--- src/hw/rtl/qspc_pkg.sv ---
// qspc_pkg: shared types, codes and constants of the quadrature speed PID controller.
// No dependencies; imported by qspc_front, qspc_fifo, qspc_back, the top level and the testbench.
package qspc_pkg;

	localparam int COUNT_WIDTH = 32;
	localparam int FIFO_DEPTH  = 4;
	localparam int FIFO_AW     = $clog2(FIFO_DEPTH);
	localparam int FIFO_CW     = $clog2(FIFO_DEPTH + 1);

	localparam logic signed [15:0] GAIN_RESET  = 16'sd1024;
	localparam logic [9:0]         PWM_RESET   = 10'd1000;
	localparam logic [12:0]        ILIM_RESET  = 13'd5000;

	typedef enum logic {
		CMD_ENC  = 1'b0,
		CMD_TICK = 1'b1
	} cmd_t;

	typedef enum logic [1:0] {
		MODE_RUN   = 2'd0,
		MODE_HOLD  = 2'd1,
		MODE_STOP  = 2'd2,
		MODE_COAST = 2'd3
	} mode_t;

	typedef enum logic [2:0] {
		DRV_KEEP  = 3'd0,
		DRV_FWD   = 3'd1,
		DRV_BWD   = 3'd2,
		DRV_BRAKE = 3'd3,
		DRV_COAST = 3'd4
	} drive_t;

	typedef enum logic [2:0] {
		CFG_GAIN_P = 3'd0,
		CFG_GAIN_I = 3'd1,
		CFG_GAIN_D = 3'd2,
		CFG_PWM    = 3'd3,
		CFG_ILIM   = 3'd4
	} cfg_idx_t;

	typedef struct packed {
		logic signed [15:0] gain_p;
		logic signed [15:0] gain_i;
		logic signed [15:0] gain_d;
		logic [9:0]         pwm_top;
		logic [12:0]        integral_limit;
	} cfg_t;

	// one regulation tick, classified by the front end
	typedef struct packed {
		mode_t              mode;
		logic signed [15:0] speed;
		logic signed [15:0] err;
		logic signed [15:0] dv;
		logic signed [13:0] isum_old;
		logic signed [13:0] isum_new;
	} tick_t;

	typedef struct packed {
		logic full;
		logic empty;
	} fifo_stat_t;

endpackage

--- src/hw/rtl/qspc_item_if.sv ---
// qspc_item_if: input channel (encoder samples and regulation ticks).
// Depends on nothing.
interface qspc_item_if;
	logic               valid;
	logic               ready;
	logic               cmd;
	logic               enc_a;
	logic               enc_b;
	logic signed [15:0] setpoint;
	logic [1:0]         mode;

	modport source (output valid, cmd, enc_a, enc_b, setpoint, mode, input ready);
	modport sink   (input valid, cmd, enc_a, enc_b, setpoint, mode, output ready);
endinterface

--- src/hw/rtl/qspc_result_if.sv ---
// qspc_result_if: result channel, one transfer per regulation tick.
// Depends on nothing.
interface qspc_result_if;
	logic               valid;
	logic               ready;
	logic [9:0]         duty;
	logic [2:0]         drive;
	logic signed [15:0] speed;
	logic signed [15:0] speed_error;
	logic signed [13:0] integral;

	modport source (output valid, duty, drive, speed, speed_error, integral, input ready);
	modport sink   (input valid, duty, drive, speed, speed_error, integral, output ready);
endinterface

--- src/hw/rtl/qspc_front.sv ---
// qspc_front: accepts items, counts x4 quadrature position, classifies ticks.
// Computes speed, error, speed change and the clamped integral. Uses qspc_pkg.
module qspc_front (
	input  logic                 clk,
	input  logic                 arst_n,
	qspc_item_if.sink            item,
	input  logic [12:0]          integral_limit,
	input  logic                 fifo_full,
	output logic                 push,
	output qspc_pkg::tick_t      entry
);
	import qspc_pkg::*;

	logic [COUNT_WIDTH-1:0] position_q;
	logic [15:0]            last_pos_q;
	logic signed [15:0]     prev_speed_q;
	logic signed [15:0]     held_q;
	logic signed [13:0]     isum_q;
	logic                   prev_a_q;
	logic                   prev_b_q;

	logic                   accept;
	logic                   is_tick;
	logic                   is_run;
	logic signed [2:0]      step_a;
	logic signed [2:0]      step_b;
	logic signed [2:0]      step;
	logic signed [15:0]     speed;
	logic signed [15:0]     err;
	logic signed [15:0]     dv;
	logic signed [16:0]     sum;
	logic signed [16:0]     lim;
	logic signed [16:0]     nlim;
	logic signed [13:0]     isum_clamp;

	assign item.ready = !fifo_full;
	assign accept     = item.valid && item.ready;
	assign is_tick    = (cmd_t'(item.cmd) == CMD_TICK);
	assign is_run     = (mode_t'(item.mode) == MODE_RUN);

	always_comb begin
		step_a = 3'sd0;
		step_b = 3'sd0;
		if (item.enc_a != prev_a_q) begin
			step_a = (item.enc_a == item.enc_b) ? 3'sd1 : -3'sd1;
		end
		if (item.enc_b != prev_b_q) begin
			step_b = (item.enc_a != item.enc_b) ? 3'sd1 : -3'sd1;
		end
		step = step_a + step_b;
	end

	always_comb begin
		speed = signed'(position_q[15:0] - last_pos_q);
		err   = item.setpoint - speed;
		dv    = speed - prev_speed_q;
		sum   = {{3{isum_q[13]}}, isum_q} + {err[15], err};
		lim   = signed'({4'b0, integral_limit});
		nlim  = -lim;
		priority if (sum > lim) begin
			isum_clamp = lim[13:0];
		end else if (sum < nlim) begin
			isum_clamp = nlim[13:0];
		end else begin
			isum_clamp = sum[13:0];
		end
	end

	always_comb begin
		push           = accept && is_tick;
		entry.mode     = mode_t'(item.mode);
		entry.speed    = speed;
		entry.err      = is_run ? err : held_q;
		entry.dv       = dv;
		entry.isum_old = isum_q;
		entry.isum_new = is_run ? isum_clamp : isum_q;
	end

	always_ff @(posedge clk or negedge arst_n) begin
		if (!arst_n) begin
			position_q   <= '0;
			last_pos_q   <= '0;
			prev_speed_q <= '0;
			held_q       <= '0;
			isum_q       <= '0;
			prev_a_q     <= 1'b0;
			prev_b_q     <= 1'b0;
		end else if (accept) begin
			if (!is_tick) begin
				position_q <= position_q + {{(COUNT_WIDTH-3){step[2]}}, step};
				prev_a_q   <= item.enc_a;
				prev_b_q   <= item.enc_b;
			end else begin
				last_pos_q <= position_q[15:0];
				if (is_run) begin
					prev_speed_q <= speed;
					held_q       <= err;
					isum_q       <= isum_clamp;
				end
			end
		end
	end

endmodule

--- src/hw/rtl/qspc_fifo.sv ---
// qspc_fifo: short tick queue between the front end and the PID back end.
// Uses qspc_pkg.
module qspc_fifo (
	input  logic                 clk,
	input  logic                 arst_n,
	input  logic                 push,
	input  qspc_pkg::tick_t      wr_entry,
	input  logic                 pop,
	output qspc_pkg::tick_t      rd_entry,
	output qspc_pkg::fifo_stat_t stat
);
	import qspc_pkg::*;

	tick_t               mem_q [FIFO_DEPTH];
	logic [FIFO_AW-1:0]  wr_ptr_q;
	logic [FIFO_AW-1:0]  rd_ptr_q;
	logic [FIFO_CW-1:0]  cnt_q;

	assign stat.full  = (cnt_q == FIFO_CW'(FIFO_DEPTH));
	assign stat.empty = (cnt_q == '0);
	assign rd_entry   = mem_q[rd_ptr_q];

	always_ff @(posedge clk) begin
		if (push) begin
			mem_q[wr_ptr_q] <= wr_entry;
		end
	end

	always_ff @(posedge clk or negedge arst_n) begin
		if (!arst_n) begin
			wr_ptr_q <= '0;
			rd_ptr_q <= '0;
			cnt_q    <= '0;
		end else begin
			if (push) begin
				wr_ptr_q <= (wr_ptr_q == FIFO_AW'(FIFO_DEPTH - 1)) ? '0 : wr_ptr_q + 1'b1;
			end
			if (pop) begin
				rd_ptr_q <= (rd_ptr_q == FIFO_AW'(FIFO_DEPTH - 1)) ? '0 : rd_ptr_q + 1'b1;
			end
			cnt_q <= cnt_q + FIFO_CW'(push) - FIFO_CW'(pop);
		end
	end

endmodule

--- src/hw/rtl/qspc_back.sv ---
// qspc_back: PID datapath; products, sum, scale/saturate, mode handling, output register.
// Uses qspc_pkg and qspc_result_if.
module qspc_back (
	input  logic                 clk,
	input  logic                 arst_n,
	input  qspc_pkg::cfg_t       cfg,
	input  qspc_pkg::tick_t      head,
	input  logic                 head_valid,
	output logic                 pop,
	qspc_result_if.source        result
);
	import qspc_pkg::*;

	logic                adv;

	logic                v_s1;
	mode_t               mode_s1;
	logic signed [15:0]  speed_s1;
	logic signed [15:0]  err_s1;
	logic signed [13:0]  isum_s1;
	logic signed [31:0]  prod_p_s1;
	logic signed [29:0]  prod_i_s1;
	logic signed [31:0]  prod_d_s1;

	logic                v_s2;
	mode_t               mode_s2;
	logic signed [15:0]  speed_s2;
	logic signed [15:0]  err_s2;
	logic signed [13:0]  isum_s2;
	logic signed [33:0]  acc_s2;

	logic [9:0]          drive_level_q;
	logic                out_valid_q;
	logic [9:0]          duty_q;
	drive_t              drive_q;
	logic signed [15:0]  speed_q;
	logic signed [15:0]  err_q;
	logic signed [13:0]  isum_q;

	logic signed [33:0]  shr;
	logic signed [25:0]  act26;
	logic signed [15:0]  act16;
	logic signed [16:0]  act17;
	logic [16:0]         mag;
	logic [9:0]          duty_run;
	logic [9:0]          lvl;
	drive_t              drv;

	assign adv = !out_valid_q || result.ready;
	assign pop = adv && head_valid;

	always_comb begin
		shr   = acc_s2 >>> 8;
		act26 = shr[25:0] + {25'b0, (acc_s2[33] && (acc_s2[7:0] != 8'd0))};
		priority if (act26 > 26'sd32767) begin
			act16 = 16'sh7fff;
		end else if (act26 < -26'sd32768) begin
			act16 = 16'sh8000;
		end else begin
			act16 = act26[15:0];
		end
		act17    = {act16[15], act16};
		mag      = act16[15] ? unsigned'(-act17) : unsigned'(act17);
		duty_run = (mag > {7'b0, cfg.pwm_top}) ? cfg.pwm_top : mag[9:0];
		unique case (mode_s2)
			MODE_RUN: begin
				lvl = duty_run;
				drv = (act16 > 16'sd0) ? DRV_FWD : DRV_BWD;
			end
			MODE_HOLD: begin
				lvl = drive_level_q;
				drv = DRV_KEEP;
			end
			MODE_STOP: begin
				lvl = cfg.pwm_top;
				drv = DRV_BRAKE;
			end
			default: begin
				lvl = '0;
				drv = DRV_COAST;
			end
		endcase
	end

	always_ff @(posedge clk) begin
		if (adv) begin
			mode_s1   <= head.mode;
			speed_s1  <= head.speed;
			err_s1    <= head.err;
			isum_s1   <= head.isum_new;
			prod_p_s1 <= cfg.gain_p * head.err;
			prod_i_s1 <= cfg.gain_i * head.isum_old;
			prod_d_s1 <= cfg.gain_d * head.dv;

			mode_s2   <= mode_s1;
			speed_s2  <= speed_s1;
			err_s2    <= err_s1;
			isum_s2   <= isum_s1;
			acc_s2    <= 34'(prod_p_s1) + 34'(prod_i_s1) - 34'(prod_d_s1);

			duty_q    <= lvl;
			drive_q   <= drv;
			speed_q   <= speed_s2;
			err_q     <= err_s2;
			isum_q    <= isum_s2;
		end
	end

	always_ff @(posedge clk or negedge arst_n) begin
		if (!arst_n) begin
			v_s1          <= 1'b0;
			v_s2          <= 1'b0;
			out_valid_q   <= 1'b0;
			drive_level_q <= '0;
		end else if (adv) begin
			v_s1        <= head_valid;
			v_s2        <= v_s1;
			out_valid_q <= v_s2;
			if (v_s2) begin
				drive_level_q <= lvl;
			end
		end
	end

	assign result.valid       = out_valid_q;
	assign result.duty        = duty_q;
	assign result.drive       = drive_q;
	assign result.speed       = speed_q;
	assign result.speed_error = err_q;
	assign result.integral    = isum_q;

endmodule

--- src/hw/rtl/quadrature_speed_pid_motor_controller.sv ---
// quadrature_speed_pid_motor_controller: top level, configuration registers and assertions.
// Uses qspc_pkg, qspc_item_if, qspc_result_if, qspc_front, qspc_fifo, qspc_back.
//
//  channel  | dir | transfer carries
//  ---------+-----+--------------------------------------------------
//  item     | in  | cmd, enc_a, enc_b, setpoint, mode
//  result   | out | duty, drive, speed, speed_error, integral
//  cfg      | in  | cfg_we, cfg_idx, cfg_data (write only)
//
// One item per cycle while the tick queue is not full. Encoder samples finish in the cycle they are taken.
// A tick's result passes the tick queue, the product stage, the sum stage and the
// output register; it is valid once it reaches the output register.
// A stalled result holds the back end; the front keeps taking items until
// the 4-entry tick queue is full. Reset is asynchronous and needs no sweep.
module quadrature_speed_pid_motor_controller (
	input  logic        clk,
	input  logic        arst_n,
	input  logic        cfg_we,
	input  logic [2:0]  cfg_idx,
	input  logic [15:0] cfg_data,
	qspc_item_if.sink   item,
	qspc_result_if.source result
);
	import qspc_pkg::*;

	cfg_t       cfg_q;
	tick_t      wr_entry;
	tick_t      rd_entry;
	fifo_stat_t stat;
	logic       push;
	logic       pop;

	always_ff @(posedge clk or negedge arst_n) begin
		if (!arst_n) begin
			cfg_q.gain_p         <= GAIN_RESET;
			cfg_q.gain_i         <= GAIN_RESET;
			cfg_q.gain_d         <= GAIN_RESET;
			cfg_q.pwm_top        <= PWM_RESET;
			cfg_q.integral_limit <= ILIM_RESET;
		end else if (cfg_we) begin
			unique case (cfg_idx_t'(cfg_idx))
				CFG_GAIN_P: cfg_q.gain_p         <= signed'(cfg_data);
				CFG_GAIN_I: cfg_q.gain_i         <= signed'(cfg_data);
				CFG_GAIN_D: cfg_q.gain_d         <= signed'(cfg_data);
				CFG_PWM:    cfg_q.pwm_top        <= cfg_data[9:0];
				CFG_ILIM:   cfg_q.integral_limit <= cfg_data[12:0];
				default: ;
			endcase
		end
	end

	qspc_front u_front (
		.clk            (clk),
		.arst_n         (arst_n),
		.item           (item),
		.integral_limit (cfg_q.integral_limit),
		.fifo_full      (stat.full),
		.push           (push),
		.entry          (wr_entry)
	);

	qspc_fifo u_fifo (
		.clk      (clk),
		.arst_n   (arst_n),
		.push     (push),
		.wr_entry (wr_entry),
		.pop      (pop),
		.rd_entry (rd_entry),
		.stat     (stat)
	);

	qspc_back u_back (
		.clk        (clk),
		.arst_n     (arst_n),
		.cfg        (cfg_q),
		.head       (rd_entry),
		.head_valid (!stat.empty),
		.pop        (pop),
		.result     (result)
	);

	a_fifo_stat: assert property (@(posedge clk) disable iff (!arst_n)
		!(stat.full && stat.empty))
		else $error("tick queue full and empty at once");

	a_coast_duty: assert property (@(posedge clk) disable iff (!arst_n)
		(result.valid && result.drive == DRV_COAST) |-> (result.duty == 10'd0))
		else $error("coast with nonzero duty");

	a_brake_duty: assert property (@(posedge clk) disable iff (!arst_n)
		(result.valid && result.drive == DRV_BRAKE) |-> (result.duty == cfg_q.pwm_top))
		else $error("brake duty differs from pwm top");

	a_run_duty: assert property (@(posedge clk) disable iff (!arst_n)
		(result.valid && (result.drive == DRV_FWD || result.drive == DRV_BWD))
		|-> (result.duty <= cfg_q.pwm_top))
		else $error("running duty above pwm top");

endmodule

--- src/flat_wrapper.sv ---
// flat-port wrapper written by rule: the top's interface ports become plain ports
module quadrature_speed_pid_motor_controller_flat import qspc_pkg::*;
  (clk, arst_n, cfg_we, cfg_idx, cfg_data, item_valid, item_cmd, item_enc_a, item_enc_b, item_setpoint, item_mode, item_ready, result_valid, result_duty, result_drive, result_speed, result_speed_error, result_integral, result_ready);
  qspc_item_if item_i ();
  qspc_result_if result_i ();
  input  logic clk;
  input  logic arst_n;
  input  logic cfg_we;
  input  logic [2:0] cfg_idx;
  input  logic [15:0] cfg_data;
  input wire logic [$bits(item_i.valid)-1:0] item_valid;
  input wire logic [$bits(item_i.cmd)-1:0] item_cmd;
  input wire logic [$bits(item_i.enc_a)-1:0] item_enc_a;
  input wire logic [$bits(item_i.enc_b)-1:0] item_enc_b;
  input wire logic [$bits(item_i.setpoint)-1:0] item_setpoint;
  input wire logic [$bits(item_i.mode)-1:0] item_mode;
  output wire logic [$bits(item_i.ready)-1:0] item_ready;
  output wire logic [$bits(result_i.valid)-1:0] result_valid;
  output wire logic [$bits(result_i.duty)-1:0] result_duty;
  output wire logic [$bits(result_i.drive)-1:0] result_drive;
  output wire logic [$bits(result_i.speed)-1:0] result_speed;
  output wire logic [$bits(result_i.speed_error)-1:0] result_speed_error;
  output wire logic [$bits(result_i.integral)-1:0] result_integral;
  input wire logic [$bits(result_i.ready)-1:0] result_ready;
  assign item_i.valid = item_valid;
  assign item_i.cmd = item_cmd;
  assign item_i.enc_a = item_enc_a;
  assign item_i.enc_b = item_enc_b;
  assign item_i.setpoint = item_setpoint;
  assign item_i.mode = item_mode;
  assign item_ready = item_i.ready;
  assign result_valid = result_i.valid;
  assign result_duty = result_i.duty;
  assign result_drive = result_i.drive;
  assign result_speed = result_i.speed;
  assign result_speed_error = result_i.speed_error;
  assign result_integral = result_i.integral;
  assign result_i.ready = result_ready;
  quadrature_speed_pid_motor_controller u_core (.clk(clk), .arst_n(arst_n), .cfg_we(cfg_we), .cfg_idx(cfg_idx), .cfg_data(cfg_data), .item(item_i), .result(result_i));
endmodule
--- config.mk ---
export PLATFORM = sky130hd
export DESIGN_NAME = quadrature_speed_pid_motor_controller_flat
export DESIGN_NICKNAME = d
export VERILOG_FILES = /design/src/hw/rtl/qspc_pkg.sv /design/src/hw/rtl/qspc_item_if.sv /design/src/hw/rtl/qspc_result_if.sv /design/src/hw/rtl/qspc_front.sv /design/src/hw/rtl/qspc_fifo.sv /design/src/hw/rtl/qspc_back.sv /design/src/hw/rtl/quadrature_speed_pid_motor_controller.sv /design/src/flat_wrapper.sv
export SDC_FILE = /design/constraint.sdc
export NUM_CORES = 2
export LEC_CHECK = 0
export BUFFER_PORTS_ARGS = -buffer_cell sky130_fd_sc_hd__buf_4
export CAP_MARGIN = 20
export CELL_PAD_IN_SITES_DETAIL_PLACEMENT = 1
export CELL_PAD_IN_SITES_GLOBAL_PLACEMENT = 1
export CORE_MARGIN = 2
export CORE_UTILIZATION = 53
export DETAILED_ROUTE_END_ITERATION = 8
export HOLD_SLACK_MARGIN = 0.06
export PLACE_DENSITY_LB_ADDON = 0.1
export SYNTH_ARGS = -nofsm -noshare
export SYNTH_HDL_FRONTEND = slang
export SYNTH_HIERARCHICAL = 1
export SYNTH_SLANG_ARGS = --single-unit
--- constraint.sdc ---
create_clock -name clk -period 12.5 [get_ports clk]
set_clock_uncertainty 0.1 [all_clocks]
set_input_delay 1.25 -clock clk [delete_from_list [all_inputs] [get_ports clk]]
set_output_delay 1.25 -clock clk [all_outputs]
set_load 0.01 [all_outputs]
==> impl_metrics.csv <==
group,metric,value,unit
yosys,synth_cells,5694,
route,vias,42243,
yosys,synth_compound_area_share,7.50,%
job,max_cap_viol_count,0,
timing,hold_slack,316,ps
clock_tree,cts-resized-gates,0,
clock_tree,postCtsSetupRepairBufs,0,
timing,tns,0,ps
setup_path,cp.required,12850,ps
setup_path,crit_slowest_cell,"buf_4",
floorplan,die_x,352,µm
global_routing,grt_overflow,0,
timing,slew_headroom,21.9,%
global_routing,grt_pass1_wl,272,mm
route,ant_nets,0,
clock_tree,cts_hold_buf,0,
timing,max_clock_freq,114,MHz
yosys,synth-seq-cells,766,
timing,tightest_slew,1160,ps
yosys,synth_edf_count,595,
global_routing,gr-usage-all-layers,28.4,%
setup_path,r2r_start,"u_core/u_fifo/rd_ptr_q[1]$_DFFE_PN0P_",
placement,placed_area,0.0664,mm²
final_layout,nets,6948,
setup_path,critPathMaxStageDelay,720,ps
yosys,synth_common_cells,"inv_1, fa_1, nand2_1",
timing,period_needed,8800,ps
final_layout,fillers,12562,
yosys,synth_top_area_cell,"edfxtp_1",
final_layout,multiInputGateArea,0.0374,mm²
floorplan,ioPinCount,106,
route,drt-total-wl,171,mm
yosys,synth_top_family_by_area,"adder cells",
yosys,synth_fa_ha_area_share,31.8,%
global_routing,grt_max_degree,82,
final_layout,drive_above_1_share,9.26,%
final_layout,syn_to_final_growth,7.89,%
clock_tree,clock_latency,720,ps
clock_tree,cts_root_buffer,"clkbuf_16",
clock_tree,clock-sinks,766,
yosys,synth-warning-count,6,
route,drtIter0Drc,2747,
global_routing,antenna_found_initial,11,
placement,gp_congestion,0.892,
yosys,synth-simple-area-share,11.2,%
final_layout,seqCellArea,0.0222,mm²
setup_path,worstReg2RegEnd,"u_core/u_back/prod_i_s1[28]$_DFFE_PN_",
floorplan,rows,127,
timing,rsz0062_at_grt,"false",
setup_path,crit_chain,"buf_4, mux4_2, nand2_1, fa_1, inv_1, fa_1, inv_1, fa_1, inv_1, fa_1, fa_1, fa_1, ha_1, a21oi_1, nand2_1, a2111oi_0, a21oi_1, o31ai_1, o21ai_0, o31ai_1, mux2i_1, nand2_1",
clock_tree,cts.clk_slew.worst_paths,60,ps
hold_path,hold_depth,0,
timing,slew_violations,0,
placement,port-buffer-count,105,
outcome,outcome,"finished clean",
yosys,async_flop_share,22.3,%
setup_path,reg2reg_setup_slack,3700,ps
setup_path,crit_top_cell,"fa_1",
floorplan,fp.dieH,352,µm
final_layout,design_area,0.0694,mm²
hold_path,whs_endpoint,"u_core/u_back/err_s2[10]$_DFFE_PN_",
yosys,synthesis.nets,6902,
setup_path,worstPathMaxFanout,61,
setup_path,cp.arrival,9150,ps
yosys,ys_types,121,
clock_tree,numCtsBuffers,85,
placement,place_hpwl,131,mm
floorplan,initial_utilization,53.5,%
yosys,netlist_area,0.0643,mm²
setup_path,setup.worst_path.class,"reg2reg",
hold_path,hold_path_class,"reg2reg",
route,wl_per_cell,23.0,µm
clock_tree,cts_tree,"yes",
timing,post-route-period-util,70.4,%
yosys,synth-xor-area-share,3.26,%
route,drc,0,
floorplan,core_area,0.120,mm²
setup_path,end_kind,"register",
floorplan,dieArea,0.124,mm²
clock_tree,clk_path_buf_depth,3,
yosys,yosys-top-cells-area,"edfxtp_1, fa_1, ha_1, dfrtp_1, inv_1",
yosys,synthMostInstantiatedCell,"inv_1",
yosys,syn_area_per_cell,11.3,µm²
route,routed_via_density,5.69,
timing,hold_viol,0,
timing,setup-violations-final,0,
setup_path,r2r_cells,22,
yosys,muxShareOfSynthArea,4.40,%
yosys,yosys.area.top_type_share,27.8,%
yosys,synth_ff_type,"edfxtp_1",
clock_tree,htree_levels,3,
global_routing,grt_pass1_vias,47202,
yosys,ys_seq_area_share,34.5,%
route,dr.pass1.iters,6,
hold_path,min-delay-start,"u_core/u_back/err_s1[10]$_DFFE_PN_",
setup_path,start_kind,"register",
## through the flow
stage          utilization (%)  instances  worst slack, ps
6_report                  57.8       7425             3700
2_1_floorplan                -       5694             1100
3_3_place_gp              55.3       7259             3830
4_1_cts                   57.7       7417             3690
3_5_place_dp              55.3       7259             3730
5_1_grt                   57.8       7423             3140
## registers in the layout (all words and copies together) (netlist names), 30 cells and up
| name | count |
|---|---|
| u_core/u_back/acc_s2 | 34 |
| u_core/u_back/prod_d_s1 | 32 |
| u_core/cfg_q | 71 |
| u_core/u_back/prod_p_s1 | 32 |
| u_core/u_fifo/mem_q | 312 |
| u_core/u_back/prod_i_s1 | 30 |
## metal layers
| layer | share of wire (%) | vias up | global-route usage, % | wire length (µm) |
|---|---|---|---|---|
| met4 | 3.4 | 2 | 9.25 | 5770 |
| met1 | 41 | 22207 | 36.2 | 70800 |
| met5 | 0.0076 | - | 0 | 13 |
| met2 | 51 | 911 | 49.8 | 87200 |
| met3 | 4.2 | 251 | 4.02 | 7240 |
| li1 | - | 18872 | - | - |
## cells in the final DEF (no fill, tap or decap), types with 12 or more instances in the layout
cell type | Yosys | final
a211o_1 | 16 | 16
a211oi_1 | 26 | 26
a21o_1 | 59 | 59
a21oi_1 | 160 | 160
a31oi_1 | 27 | 27
and2_1 | 313 | 309
and3_1 | 27 | 27
buf_4 | 6 | 130
clkbuf_16 | 0 | 88
clkbuf_8 | 0 | 13
clkinv_2 | 1 | 23
dfrtp_1 | 157 | 155
dfstp_2 | 14 | 14
edfxtp_1 | 595 | 595
fa_1 | 781 | 781
ha_1 | 382 | 382
inv_1 | 1011 | 1011
mux2_2 | 81 | 81
mux2i_1 | 16 | 16
mux4_2 | 78 | 78
nand2_1 | 647 | 646
nand2b_1 | 62 | 61
nand3_1 | 51 | 51
nand4_1 | 24 | 24
nor2_1 | 131 | 131
nor2b_1 | 24 | 24
nor3_1 | 56 | 56
nor4_1 | 23 | 23
o211ai_1 | 27 | 27
o21a_1 | 34 | 34
o21ai_0 | 158 | 158
o21ai_1 | 17 | 17
o21bai_1 | 20 | 20
o31ai_1 | 16 | 16
or2_2 | 12 | 12
xnor2_1 | 183 | 183
xor2_1 | 53 | 53
## layout make-up
class | instances | share of cell area, %
Multi-Input combinational cell | 3736 | 53.9
Sequential cell | 766 | 32.0
Inverter | 1014 | 5.49
Clock buffer | 110 | 3.44
Tap cell | 1612 | 2.91
Timing Repair Buffer | 137 | 1.55
Clock inverter | 48 | 0.709
Antenna cell | 2 | 0.00721
## cell families (layout without fill, tap and decap cells)
| group | count (synthesis) | in the layout |
|---|---|---|
| AOI/OAI and AO/OA | 712 | 712 |
| xor gates and xnor gates | 238 | 238 |
| adders and majority gates | 1168 | 1168 |
| buffers and inverters | 1192 | 1309 |
| DFF | 766 | 766 |
| muxes | 175 | 175 |
| other | 0 | 2 |
| and+or+nand+nor | 1443 | 1443 |
## worst max path at each step
| stage | start | to | cells after the start |
|---|---|---|---|
| 6_report | u_core/u_fifo/rd_ptr_q[1]$_DFFE_PN0P_ | u_core/u_back/prod_i_s1[28]$_DFFE_PN_ | 22 |
| 5_1_grt | u_core/u_fifo/rd_ptr_q[1]$_DFFE_PN0P_ | u_core/u_back/prod_i_s1[28]$_DFFE_PN_ | 22 |
| 4_1_cts | u_core/u_fifo/rd_ptr_q[1]$_DFFE_PN0P_ | u_core/u_back/prod_i_s1[28]$_DFFE_PN_ | 22 |
| 3_5_place_dp | u_core/u_fifo/rd_ptr_q[0]$_DFFE_PN0P_ | u_core/u_back/prod_d_s1[29]$_DFFE_PN_ | 25 |
| 3_3_place_gp | u_core/u_fifo/rd_ptr_q[0]$_DFFE_PN0P_ | u_core/u_back/prod_d_s1[29]$_DFFE_PN_ | 25 |
| 2_1_floorplan | result_ready | u_core/u_back/drive_level_q[2]$_DFFE_PN0P_ | 6 |
## critical path, delay by kind of cell, from the launching register on
family	cells	cell delay, ps
buf+inv	4	890
flops	1	610
simple gates	3	290
mux	2	860
fa+ha+maj	7	3440
compound gates	6	2280
Power is not shown: default switching activity piles up to over one toggle a cycle in this logic, so the estimate is an artifact.
